$ cat config.mk
export PLATFORM = sky130hd
export DESIGN_NAME = mfre_controller
export DESIGN_NICKNAME = d
export VERILOG_FILES = /design/src/mfre_pkg.sv /design/src/mfre_controller.sv
export SDC_FILE = /design/constraint.sdc
export NUM_CORES = 1
export LEC_CHECK = 0
export ABC_AREA = 1
export BUFFER_PORTS_ARGS = -buffer_cell sky130_fd_sc_hd__clkbuf_2
export CAP_MARGIN = 40
export CORE_MARGIN = 2
export CORE_UTILIZATION = 45
export DETAILED_ROUTE_END_ITERATION = 12
export PLACE_DENSITY_LB_ADDON = 0.2
export SLEW_MARGIN = 20
export SYNTH_ARGS = -nofsm -noshare
export SYNTH_HDL_FRONTEND = slang
export SYNTH_SLANG_ARGS = --single-unit
$ cat constraint.sdc
create_clock -name i_clk -period 1.6 [get_ports i_clk]
set_input_delay 0.16 -clock i_clk [delete_from_list [all_inputs] [get_ports i_clk]]
set_output_delay 0.16 -clock i_clk [all_outputs]
set_load 0.05 [all_outputs]
$ cat src/mfre_pkg.sv
// ---------------------------------------------------------------------------
// mfre_pkg
// shared constants, command codes and controller/datapath interface types
// for the monochrome frame store raster engine
// ---------------------------------------------------------------------------
package mfre_pkg;

    // default panel geometry
    localparam int MFRE_COLUMNS = 128;
    localparam int MFRE_PAGES   = 8;

    // slope fixed-point scale and its reciprocal for constant division
    localparam int SLOPE_SCALE  = 10;
    localparam int RECIP_MUL    = 205;
    localparam int RECIP_SHIFT  = 11;

    // command codes
    localparam logic [2:0] OP_SET_PIXEL = 3'd0;
    localparam logic [2:0] OP_CLR_PIXEL = 3'd1;
    localparam logic [2:0] OP_LINE      = 3'd2;
    localparam logic [2:0] OP_CIRCLE    = 3'd3;
    localparam logic [2:0] OP_CLEAR_ALL = 3'd4;
    localparam logic [2:0] OP_READ_BYTE = 3'd5;

    // pixel source selection
    typedef logic [1:0] t_pix_src;
    localparam t_pix_src PIX_POINT  = 2'd0;
    localparam t_pix_src PIX_LINE   = 2'd1;
    localparam t_pix_src PIX_CIRCLE = 2'd2;

    typedef struct packed {
        logic     load;
        logic     reject;
        logic     line_init;
        logic     line_step;
        logic     div_init;
        logic     div_step;
        logic     prep_kq;
        logic     prep_kr;
        logic     circ_init;
        logic     circ_step;
        logic     pt_clr;
        logic     pt_next;
        logic     pix_latch;
        logic     pix_write;
        logic     clr_init;
        logic     clr_step;
        logic     rdb_issue;
        logic     rdb_capture;
        t_pix_src pix_src;
    } t_dp_cmd;

    typedef struct packed {
        logic [2:0] op;
        logic       line_reject;
        logic       line_diag;
        logic       radius_zero;
        logic       clr_last;
        logic       div_last;
        logic       line_end;
        logic       circ_go;
        logic       pt_last;
    } t_dp_sts;

endpackage

$ cat src/mfre_controller.sv
// ---------------------------------------------------------------------------
// mfre_controller
// command sequencer: decodes a transaction and steps the datapath through
// clearing, division, line and circle walks and pixel read-modify-write
// ---------------------------------------------------------------------------
module mfre_controller (
    input  logic              i_clk,
    input  logic              i_rst_n,
    input  logic              start,
    input  mfre_pkg::t_dp_sts i_sts,
    output mfre_pkg::t_dp_cmd o_cmd,
    output logic              busy,
    output logic              o_done
);

    localparam logic [3:0] S_INIT   = 4'd0;
    localparam logic [3:0] S_IDLE   = 4'd1;
    localparam logic [3:0] S_DECODE = 4'd2;
    localparam logic [3:0] S_CLR    = 4'd3;
    localparam logic [3:0] S_DIV    = 4'd4;
    localparam logic [3:0] S_PREP1  = 4'd5;
    localparam logic [3:0] S_PREP2  = 4'd6;
    localparam logic [3:0] S_LINE   = 4'd7;
    localparam logic [3:0] S_CTEST  = 4'd8;
    localparam logic [3:0] S_RD     = 4'd9;
    localparam logic [3:0] S_WR     = 4'd10;
    localparam logic [3:0] S_CUPD   = 4'd11;
    localparam logic [3:0] S_RDB    = 4'd12;
    localparam logic [3:0] S_RDW    = 4'd13;
    localparam logic [3:0] S_DONE   = 4'd14;

    logic [3:0]         r_state, n_state;
    mfre_pkg::t_pix_src r_mode, n_mode;

    always_ff @(posedge i_clk) begin
        if (!i_rst_n) begin
            r_state <= S_INIT;
            r_mode  <= mfre_pkg::PIX_POINT;
        end else begin
            r_state <= n_state;
            r_mode  <= n_mode;
        end
    end

    always_comb begin
        n_state       = r_state;
        n_mode        = r_mode;
        o_cmd         = '0;
        o_cmd.pix_src = r_mode;
        unique case (r_state)
            S_INIT: begin
                o_cmd.clr_step = 1'b1;
                if (i_sts.clr_last) n_state = S_IDLE;
            end
            S_IDLE: begin
                if (start) begin
                    o_cmd.load = 1'b1;
                    n_state    = S_DECODE;
                end
            end
            S_DECODE: begin
                unique case (i_sts.op)
                    mfre_pkg::OP_SET_PIXEL, mfre_pkg::OP_CLR_PIXEL: begin
                        n_mode  = mfre_pkg::PIX_POINT;
                        n_state = S_RD;
                    end
                    mfre_pkg::OP_LINE: begin
                        n_mode = mfre_pkg::PIX_LINE;
                        if (i_sts.line_reject) begin
                            o_cmd.reject = 1'b1;
                            n_state      = S_DONE;
                        end else if (i_sts.line_diag) begin
                            o_cmd.line_init = 1'b1;
                            o_cmd.div_init  = 1'b1;
                            n_state         = S_DIV;
                        end else begin
                            o_cmd.line_init = 1'b1;
                            n_state         = S_LINE;
                        end
                    end
                    mfre_pkg::OP_CIRCLE: begin
                        if (i_sts.radius_zero) begin
                            n_mode  = mfre_pkg::PIX_POINT;
                            n_state = S_RD;
                        end else begin
                            n_mode          = mfre_pkg::PIX_CIRCLE;
                            o_cmd.circ_init = 1'b1;
                            n_state         = S_CTEST;
                        end
                    end
                    mfre_pkg::OP_CLEAR_ALL: begin
                        o_cmd.clr_init = 1'b1;
                        n_state        = S_CLR;
                    end
                    mfre_pkg::OP_READ_BYTE: n_state = S_RDB;
                    default: begin
                        o_cmd.reject = 1'b1;
                        n_state      = S_DONE;
                    end
                endcase
            end
            S_CLR: begin
                o_cmd.clr_step = 1'b1;
                if (i_sts.clr_last) n_state = S_DONE;
            end
            S_DIV: begin
                o_cmd.div_step = 1'b1;
                if (i_sts.div_last) n_state = S_PREP1;
            end
            S_PREP1: begin
                o_cmd.prep_kq = 1'b1;
                n_state       = S_PREP2;
            end
            S_PREP2: begin
                o_cmd.prep_kr = 1'b1;
                n_state       = S_LINE;
            end
            S_LINE: begin
                n_state = i_sts.line_end ? S_DONE : S_RD;
            end
            S_CTEST: begin
                if (i_sts.circ_go) begin
                    o_cmd.pt_clr = 1'b1;
                    n_state      = S_RD;
                end else begin
                    n_state = S_DONE;
                end
            end
            S_RD: begin
                o_cmd.pix_latch = 1'b1;
                n_state         = S_WR;
            end
            S_WR: begin
                o_cmd.pix_write = 1'b1;
                unique case (r_mode)
                    mfre_pkg::PIX_LINE: begin
                        o_cmd.line_step = 1'b1;
                        n_state         = S_LINE;
                    end
                    mfre_pkg::PIX_CIRCLE: begin
                        if (i_sts.pt_last) begin
                            n_state = S_CUPD;
                        end else begin
                            o_cmd.pt_next = 1'b1;
                            n_state       = S_RD;
                        end
                    end
                    default: n_state = S_DONE;
                endcase
            end
            S_CUPD: begin
                o_cmd.circ_step = 1'b1;
                n_state         = S_CTEST;
            end
            S_RDB: begin
                o_cmd.rdb_issue = 1'b1;
                n_state         = S_RDW;
            end
            S_RDW: begin
                o_cmd.rdb_capture = 1'b1;
                n_state           = S_DONE;
            end
            S_DONE: n_state = S_IDLE;
            default: n_state = S_IDLE;
        endcase
    end

    assign busy   = r_state != S_IDLE;
    assign o_done = r_state == S_DONE;

    // the result cycle always hands back to idle
    a_done_idle: assert property (@(posedge i_clk) disable iff (!i_rst_n)
        o_done |=> !busy)
        else $error("result strobe not followed by idle");

    // an accepted transaction is decoded next cycle
    a_accept_decode: assert property (@(posedge i_clk) disable iff (!i_rst_n)
        (start && !busy) |=> (r_state == S_DECODE))
        else $error("accepted transaction not decoded");

    // clearing sweep and pixel write never share the write port
    a_one_writer: assert property (@(posedge i_clk) disable iff (!i_rst_n)
        !(o_cmd.clr_step && o_cmd.pix_write))
        else $error("two writers on frame store");

    // no result strobe while the store is still being cleared after reset
    a_no_done_init: assert property (@(posedge i_clk) disable iff (!i_rst_n)
        (r_state == S_INIT) |-> !o_done)
        else $error("result during reset clearing");

endmodule

# Word level (Yosys, flattened, before mapping)

Index checks and enable logic that the tools add are counted.

Memories kept: 0
Bits in read-only memories: 0
Bits in latches: 0
Bits in writable memories: 0
Bits in registers: 6
Bits of input ports: 14

Equality and inequality tests: 26
Div/mod/pow operators: 0
Add/sub/neg operators: 0
Shift-type cells: 0
Mux-type cells: 47
Multipliers: 0
Order comparisons: 0
Reduce and logical (&&, ||, !) cells: 8
Bitwise logic cells: 0

Operators with widths:

| cell                                                   | count |
|---|---|
| one-hot mux 4 bit (14 select lines)                    | 1 |
| 2-to-1 mux 1 bit                                       | 31 |
| == test 4 bit (second input constant)                  | 7 |
| 2-to-1 mux 4 bit                                       | 5 |
| one-hot mux 4 bit (5 select lines)                     | 1 |
| == test 4 x 3 -> 1 bit (second input constant)         | 4 |
| == test 4 x 2 -> 1 bit (second input constant)         | 2 |
| 2-to-1 mux 2 bit                                       | 4 |
| inequality test 2 bit (second input constant)          | 4 |
| one-hot mux 4 bit (2 select lines)                     | 1 |
| == test 3 x 2 -> 1 bit (second input constant)         | 2 |
| == test 3 bit (second input constant)                  | 2 |
| 2-to-1 mux 3 bit                                       | 2 |
| one-hot mux 2 bit (3 select lines)                     | 1 |
| OR reduction 5 bit                                     | 1 |
| == test 4 x 1 -> 1 bit (second input constant)         | 1 |
| zero test 4 bit                                        | 1 |
| inequality test 4 x 1 -> 1 bit (second input constant) | 1 |
| AND reduction 4 bit                                    | 1 |
| OR reduction 2 bit                                     | 2 |
| == test 3 x 1 -> 1 bit (second input constant)         | 1 |
| zero test 3 bit                                        | 1 |
| nonzero test 3 bit                                     | 1 |
| == test 2 x 1 -> 1 bit (second input constant)         | 1 |
| other kinds (3)                                        | 3 |

# Longest topological paths before layout

Gate-level depths: netlist of run 1.

Depth in word-level cells: 4
Gate-level depth with buffers: 10

# Worst setup path before layout of run 1

No wires, ideal clock.

Kind: reg2out
Start: register r_state[3]
End: output port o_cmd[8] in the netlist's numbering
Required time: 1440 ps
Setup slack: -631 ps
Arrival time: 2071 ps
Path buffers: 0
Stages on the path, launching flop included: 5
Cells stage by stage: dfxtp_1 > nand2_2 > nor2_4 > inv_1 > nor3_1

RTL lines:

| item                     | RTL line              | text |
|---|---|---|
| start: declaration       | mfre_controller.sv:32 | `logic [3:0] r_state, n_state;` |
| start signal: assignment | mfre_controller.sv:40 | `r_state <= n_state;` |
| end: declaration         | mfre_controller.sv:11 | `output mfre_pkg::t_dp_cmd o_cmd,` |

==> key figures, run 1 <==
Route
  – DRT Pass-1 Iters: 4
  – DRC Markers: 0
  – Via density: 5.09
  – DR iter-0 viols: 39
  – Routed wire length: 2120 microns
  – Post-DRT Antenna Nets: 0
  – Drt wl/cell: 10.6 microns
  – Vias: 1017

Logic synthesis
  – Area leader, netlist: nand2_1
  – Synth top area share: 19.3%
  – Yosys warns: 0
  – Synthesized-area fraction occupied by adder cells: 3.29%
  – Mapped Nets: 161
  – Compound-Gate Fraction of Synth Area: 11.2%
  – Yosys cell types: 20
  – Mapped cell area: 759 sq um
  – Synth Area per Inst: 5.24 sq um
  – Mux contribution to synthesized area: 0%
  – Seq/Total Area, Yosys: 15.8%
  – Largest family of logic cells by synthesized area: simple AND/OR/NAND/NOR gates
  – Post-Synth Simple-Gate Area: 54.9%
  – Post-Synth XOR/XNOR Area: 0%
  – Synth area leaders: nand2_1, dfxtp_1, inv_1, nor2_1, nand3_1
  – Synthesis-stage register bit count: 6
  – Synthesized instance count: 145

Timing
  – Final Hold Vio Count: 0
  – Slew Limit Fails: 0
  – Final Skew: 0.0110 ns
  – Tcrit/Tclk final: 95.8%
  – Min cycle time layout: 1.53 ns
  – Fmax achieved: 652 MHz
  – Slew @ Worst Pin: 0.281 ns
  – Unrepaired setup endpoints after global routing: false
  – Relative slew slack: 81.3%
  – Final setup vio count: 0

Clocking
  – Clk Latency, worst-skew pair: 0.25 ns
  – Max Root-Sink Buffers: 2
  – Register clock-pin slew on the reported worst setup and hold paths: 0.05 ns
  – CTS tree: built
  – CTS Buf Count: 3
  – H-tree levels: 1
  – Root Buffer: clkbuf_4
  – Clk sinks: 6
  – CTS Hold Bufs: 0
  – Post CTS Setup Buffer Count: 0

Floorplanning
  – Die Y: 45.1 microns
  – Row Count: 14
  – Core Area: 1540 sq um
  – Io pins: 36
  – Die area: 2030 sq um
  – Starting Density: 49.3%
  – Overall die width: 45.1 microns

Critical path
  – Crit path largest cell delay: 0.36 ns
  – Worst-path fanout max: 7
  – Family with the most delay on the worst path: simple AND/OR/NAND/NOR gates
  – Crit-path cells: inv_2 > nand2_2 > nor2_4 > nand3_1 > inv_1 > buf_4
  – CP max stage cell: dfxtp_2
  – Crit start category: register
  – Critical Path RT: 1.44 ns
  – Crit path DAT: 1.37 ns
  – Reg-to-reg slack, setup: 0.24 ns
  – Worst Path Class, Setup: reg -> out
  – Crit path buffers/inverters: 3
  – CP Capture Type: output port

Power
  – Peak VDD IR: 931 uV
  – Overall Power: 1320 uW
  – Pwr dens: 1220 nW/um^2
  – Leak Pwr: 0.000609 uW

Global routing
  – GR Overflow Total: 0
  – First-pass GRT wire length: 3370 microns
  – Pin count of the biggest net entering global routing: 8
  – Vias in the first global route: 845
  – GRT Overall Usage: 22.1%
  – Initial antenna violation count: 0

Run status
  – Status: finished clean

Layout
  – Share of cells above drive strength 1: 39.1%
  – Final instance area: 1080 sq um
  – Area Growth Syn to Fin: 42.2%
  – Filler instances: 134
  – Ant diodes: 0
  – # nets final: 202

Placed design
  – RD Place Congestion: 0.882
  – IO Port Bufs: 35
  – Post-DP HPWL: 1710 microns
  – Area after DPL: 993 sq um

Min path
  – Hold Crit Class: in -> reg

Job
  – Max-Cap Viols: 0
[registers in the layout, indices dropped and copies added (netlist names)]
| register | count |
|---|---|
| r_state | 4 |
| r_mode | 2 |
[final timing paths]
path / endpoint / depth (start not counted) / startpoint
min reg2reg: r_mode[0] / 2 / r_mode[0]
min: r_state[0] / 3 / i_rst_n
max: o_cmd[11] / 6 / r_state[2]
max reg2reg: r_state[1] / 10 / r_mode[0]
[area by class of cell]
| class | instances | area, sq um | share of cell area [%] |
|---|---|---|---|
| inverters | 30 | 113 | 10.4 |
| multi-input cells | 109 | 571 | 52.8 |
| well taps | 16 | 20.0 | 1.85 |
| flip-flops and latches | 6 | 125 | 11.6 |
| repair buffers | 36 | 229 | 21.2 |
| clock buffers | 3 | 22.5 | 2.09 |
[layer usage]
metal  GRT usage, %  up-vias  part of all wire, %
met5              0        -                    0
met4           5.88        0                  1.3
met2           36.0       42                   49
met3           4.00        2                  7.3
li1               -      521                    -
met1           29.9      452                   43
[cell usage after synthesis (all sizes together)]
cell type and n:
a21boi 1, o22ai 1, ha 2, dfxtp 6, nor2 32, a21oi 6, nand3 10, inv 30
nand2 46, or2 1, o211ai 1, o21ai 6, nor3 3
[placed cells by master, fill, tap and decap left out]
cell type / count
nor2_4: 5
o22ai_1: 1
a21oi_2: 1
clkbuf_2: 26
buf_4: 3
nand2_2: 7
a21oi_1: 5
clkbuf_4: 5
nor3_1: 1
nand2_4: 1
buf_2: 1
o21ai_0: 4
nor2_2: 7
dfxtp_1: 2
inv_1: 25
o21ai_1: 2
clkbuf_8: 3
o211ai_1: 1
nand2_1: 38
inv_2: 5
ha_1: 2
a21boi_0: 1
dfxtp_2: 4
or2_2: 1
buf_8: 1
nor3_2: 1
nor3_4: 1
nand3_1: 10
nor2_1: 20
[tightest hold or removal path, delay by kind of cell]
family / cells / cell delay (ns)
buf+inv: 1 / 0.09
compound gates: 1 / 0.06
simple gates: 1 / 0.05
[repair_timing]
| item | CTS | global route |
|---|---|---|
| pin swaps | 1 | 2 |
| gates resized for setup | 13 | 15 |
| setup endpoints to repair | 7 | 10 |
[power by group]
part | internal, uW | switching (uW)
sequential | 192 | 64.0
clock | 84.9 | 55.6
combinational | 267 | 654
[cell families after synthesis]
group / count (synthesis)
adder cells (fa/ha/maj): 2
flip-flops: 6
AO/OA/AOI/OAI: 15
buffers and inverters: 30
AND/OR/NAND/NOR: 92
[stage by stage]
stage / utilization [%] / setup TNS [ns] / hold slack, ns / cells / setup WS, ns
final: 70.0 / 0 / 0.162 / 200 / 0.0664
after global routing: 70.0 / 0 / 0.182 / 200 / 0.00481
after CTS: 68.8 / 0 / 0.162 / 200 / 0.00693
after detailed placement: 64.4 / 0 / 0.411 / 197 / 0.133
after global placement: 64.4 / 0 / 0.411 / 197 / 0.194
after floorplan: - / -0.0876 / 0.305 / 145 / -0.0876
No activity file was read; power rests on OpenSTA's default activity.
==> inputs of run 2 (changes only) <==
BUFFER_PORTS_ARGS = default   (was -buffer_cell sky130_fd_sc_hd__clkbuf_2)
CORE_UTILIZATION = 50   (was 45)
DONT_BUFFER_PORTS = 1   (was default)
==> run 2 against run 1 <==
The run now ends with setup timing left. Register-to-register slack lost 0.07 ns. Cell area grew 1.5%. Combinational power grew 4.3%. Power rose by 2.5%. Sequential power barely moved. First-iteration DRC count fell by 56%. Die area shrank 9.1%.
==> key figures, run 2 (same netlist as run 1, synthesis figures left out) <==
Floorplanning
  – Die Y: 43.0 microns
  – Row Count: 14
  – Overall die width: 43.0 microns
  – Die area: 1850 sq um
  – Io pins: 36
  – Core Area: 1470 sq um
  – Starting Density: 51.6%

Power
  – NetSw: 793 uW
  – Comb pwr share: 71.2%
  – Peak VDD IR: 1200 uV
  – Int Pwr: 557 uW
  – Seq pwr share: 19.2%
  – Clock share of power: 9.6%
  – Switching share of power: 58.7%
  – Pwr dens: 1230 nW/um^2
  – Leak Pwr: 0.000559 uW

Global routing
  – Vias in the first global route: 811
  – GR Overflow Total: 0
  – Most Crowded Layer GR: met2
  – GR Util met3: 4.68%
  – First-pass GRT wire length: 3190 microns
  – Global-route met2 utilization: 37.6%
  – GRT Overall Usage: 22.1%
  – Pin count of the biggest net entering global routing: 9
  – Initial antenna violation count: 0
  – Met1 usage in global routing: 27.6%

Min path
  – Hold Path End: r_state[0]
  – Hold Crit Class: in -> reg
  – HP Start: i_rst_n
  – Worst hold path depth: 2

Critical path
  – Reg2Reg Depth: 9
  – Crit path buffers/inverters: 2
  – Worst-path fanout max: 7
  – Reg-to-Reg Start: r_state[1]
  – Crit start category: register
  – Crit path DAT: 1.45 ns
  – CP Capture Type: output port
  – Family with the most delay on the worst path: simple AND/OR/NAND/NOR gates
  – Crit-path cells: inv_2 > nand2_2 > nor2_4 > nand2_2 > nor2_2 > buf_12
  – Reg-to-reg slack, setup: 0.17 ns
  – Worst Path Class, Setup: reg -> out
  – WP depth: 6
  – Crit path largest cell delay: 0.36 ns
  – Worst path most repeated cell: nand2_2
  – CP max stage cell: dfxtp_2
  – Critical Path RT: 1.44 ns
  – Critical R2R Capture: r_state[0]

Placed design
  – Area after DPL: 1020 sq um
  – DP Worst Slack: 0.169 ns
  – Post-DP HPWL: 1670 microns
  – IO Port Bufs: 0
  – RD Place Congestion: 0.888
  – Cell count after placement: 180

Layout
  – Register area: 124 sq um
  – Final Non-Filler Cells: 185
  – Max FFs per register: 4
  – Ant diodes: 0
  – Commonest cells after routing, fill and taps aside: nand2_1, inv_1, nor2_1
  – Filler instances: 117
  – Fin util: 74.5%
  – Largest registers: r_state: 4 flops, r_mode: 2 flops
  – Share of cells above drive strength 1: 34.9%
  – # nets final: 187
  – Final instance area: 1100 sq um
  – Most flop-heavy register: r_state
  – Most common cell after layout, fill and taps aside: nand2_1
  – Footprint of the multi-input gates: 586 sq um
  – Area Growth Syn to Fin: 44.3%

Timing
  – Hold_ws: 0.102 ns
  – Unrepaired setup endpoints after global routing: true
  – Relative slew slack: 72.1%
  – Fmax achieved: 623 MHz
  – Min cycle time layout: 1.61 ns
  – Slew @ Worst Pin: 0.418 ns
  – Final Hold Vio Count: 0
  – Tcrit/Tclk final: 100%
  – Final Skew: 0.000308 ns
  – Final setup margin: -0.00556 ns
  – Final setup vio count: 1
  – Slew Limit Fails: 0

Clocking
  – Clk Latency, worst-skew pair: 0.23 ns
  – CTS Hold Bufs: 0
  – Max Root-Sink Buffers: 2
  – CTS tree: built
  – H-tree levels: 1
  – Register clock-pin slew on the reported worst setup and hold paths: 0.04 ns
  – Root Buffer: clkbuf_4
  – CTS Buf Count: 3
  – Clk sinks: 6

Route
  – Drt wl/cell: 11.8 microns
  – DR iter-0 viols: 17
  – Via density: 5.29
  – Routed wire length: 2180 microns
  – Vias: 979
  – DRC Markers: 0
  – DRT Pass-1 Iters: 4
  – Post-DRT Antenna Nets: 0

Run status
  – Status: complete, but fails checks
  – Failing checks: setup timing

Job
  – Max-Cap Viols: 0
==> run 2: cell count changes in the layout (fill, tap and decap cells not counted), sizes merged <==
| cell | change |
|---|---|
| inv | -1 |
| clkbuf | -31 |
| clkinvlp | +1 |
| buf | +16 |
==> run 2: metal layers <==
metal  vias up  routed length [microns]
li1        489                        -
met1       435                      857
met2        49                     1080
met3         6                      200
met4         0                       44
met5         -                        0
==> run 2: layout make-up <==
cell class / instances / area share [%]
Multi-Input combinational cell: 109 / 53.4
Timing Repair Buffer: 21 / 20.8
Clock buffer: 3 / 2.05
Inverter: 30 / 10.6
Sequential cell: 6 / 11.3
Tap cell: 16 / 1.83
==> run 2: repair_timing <==
item                                    CTS  global route
gates resized for setup                   3            13
pin swaps                                 1             4
endpoints found under the setup margin    5             9
buffers inserted                          0             2
==> run 2: stage by stage <==
stage,TNS [ns],power [uW]
6_report,-0.00556,1350
5_1_grt,-0.178,1440
4_1_cts,0,1280
3_5_place_dp,0,1130
3_3_place_gp,0,1110
2_1_floorplan,-0.0876,940
==> run 2: power by group through the flow <==
stage / clock [uW] / sequential [uW] / combinational [uW]
5_1_grt: 147 / 264 / 1030
3_3_place_gp: 0 / 237 / 878
6_report: 130 / 259 / 961
3_5_place_dp: 0 / 243 / 888
2_1_floorplan: 0 / 239 / 701
4_1_cts: 135 / 241 / 901
==> run 2: worst max path at each step <==
stage                     from         to  slack (ns)
floorplan           r_state[3]   o_cmd[8]       -0.09
global placement    r_state[0]  o_cmd[17]        0.22
detailed placement  r_state[2]  o_cmd[15]        0.17
CTS                 r_state[2]   o_cmd[8]       0.007
global route        r_state[2]  o_cmd[17]       -0.07
finish              r_state[2]  o_cmd[17]      -0.006
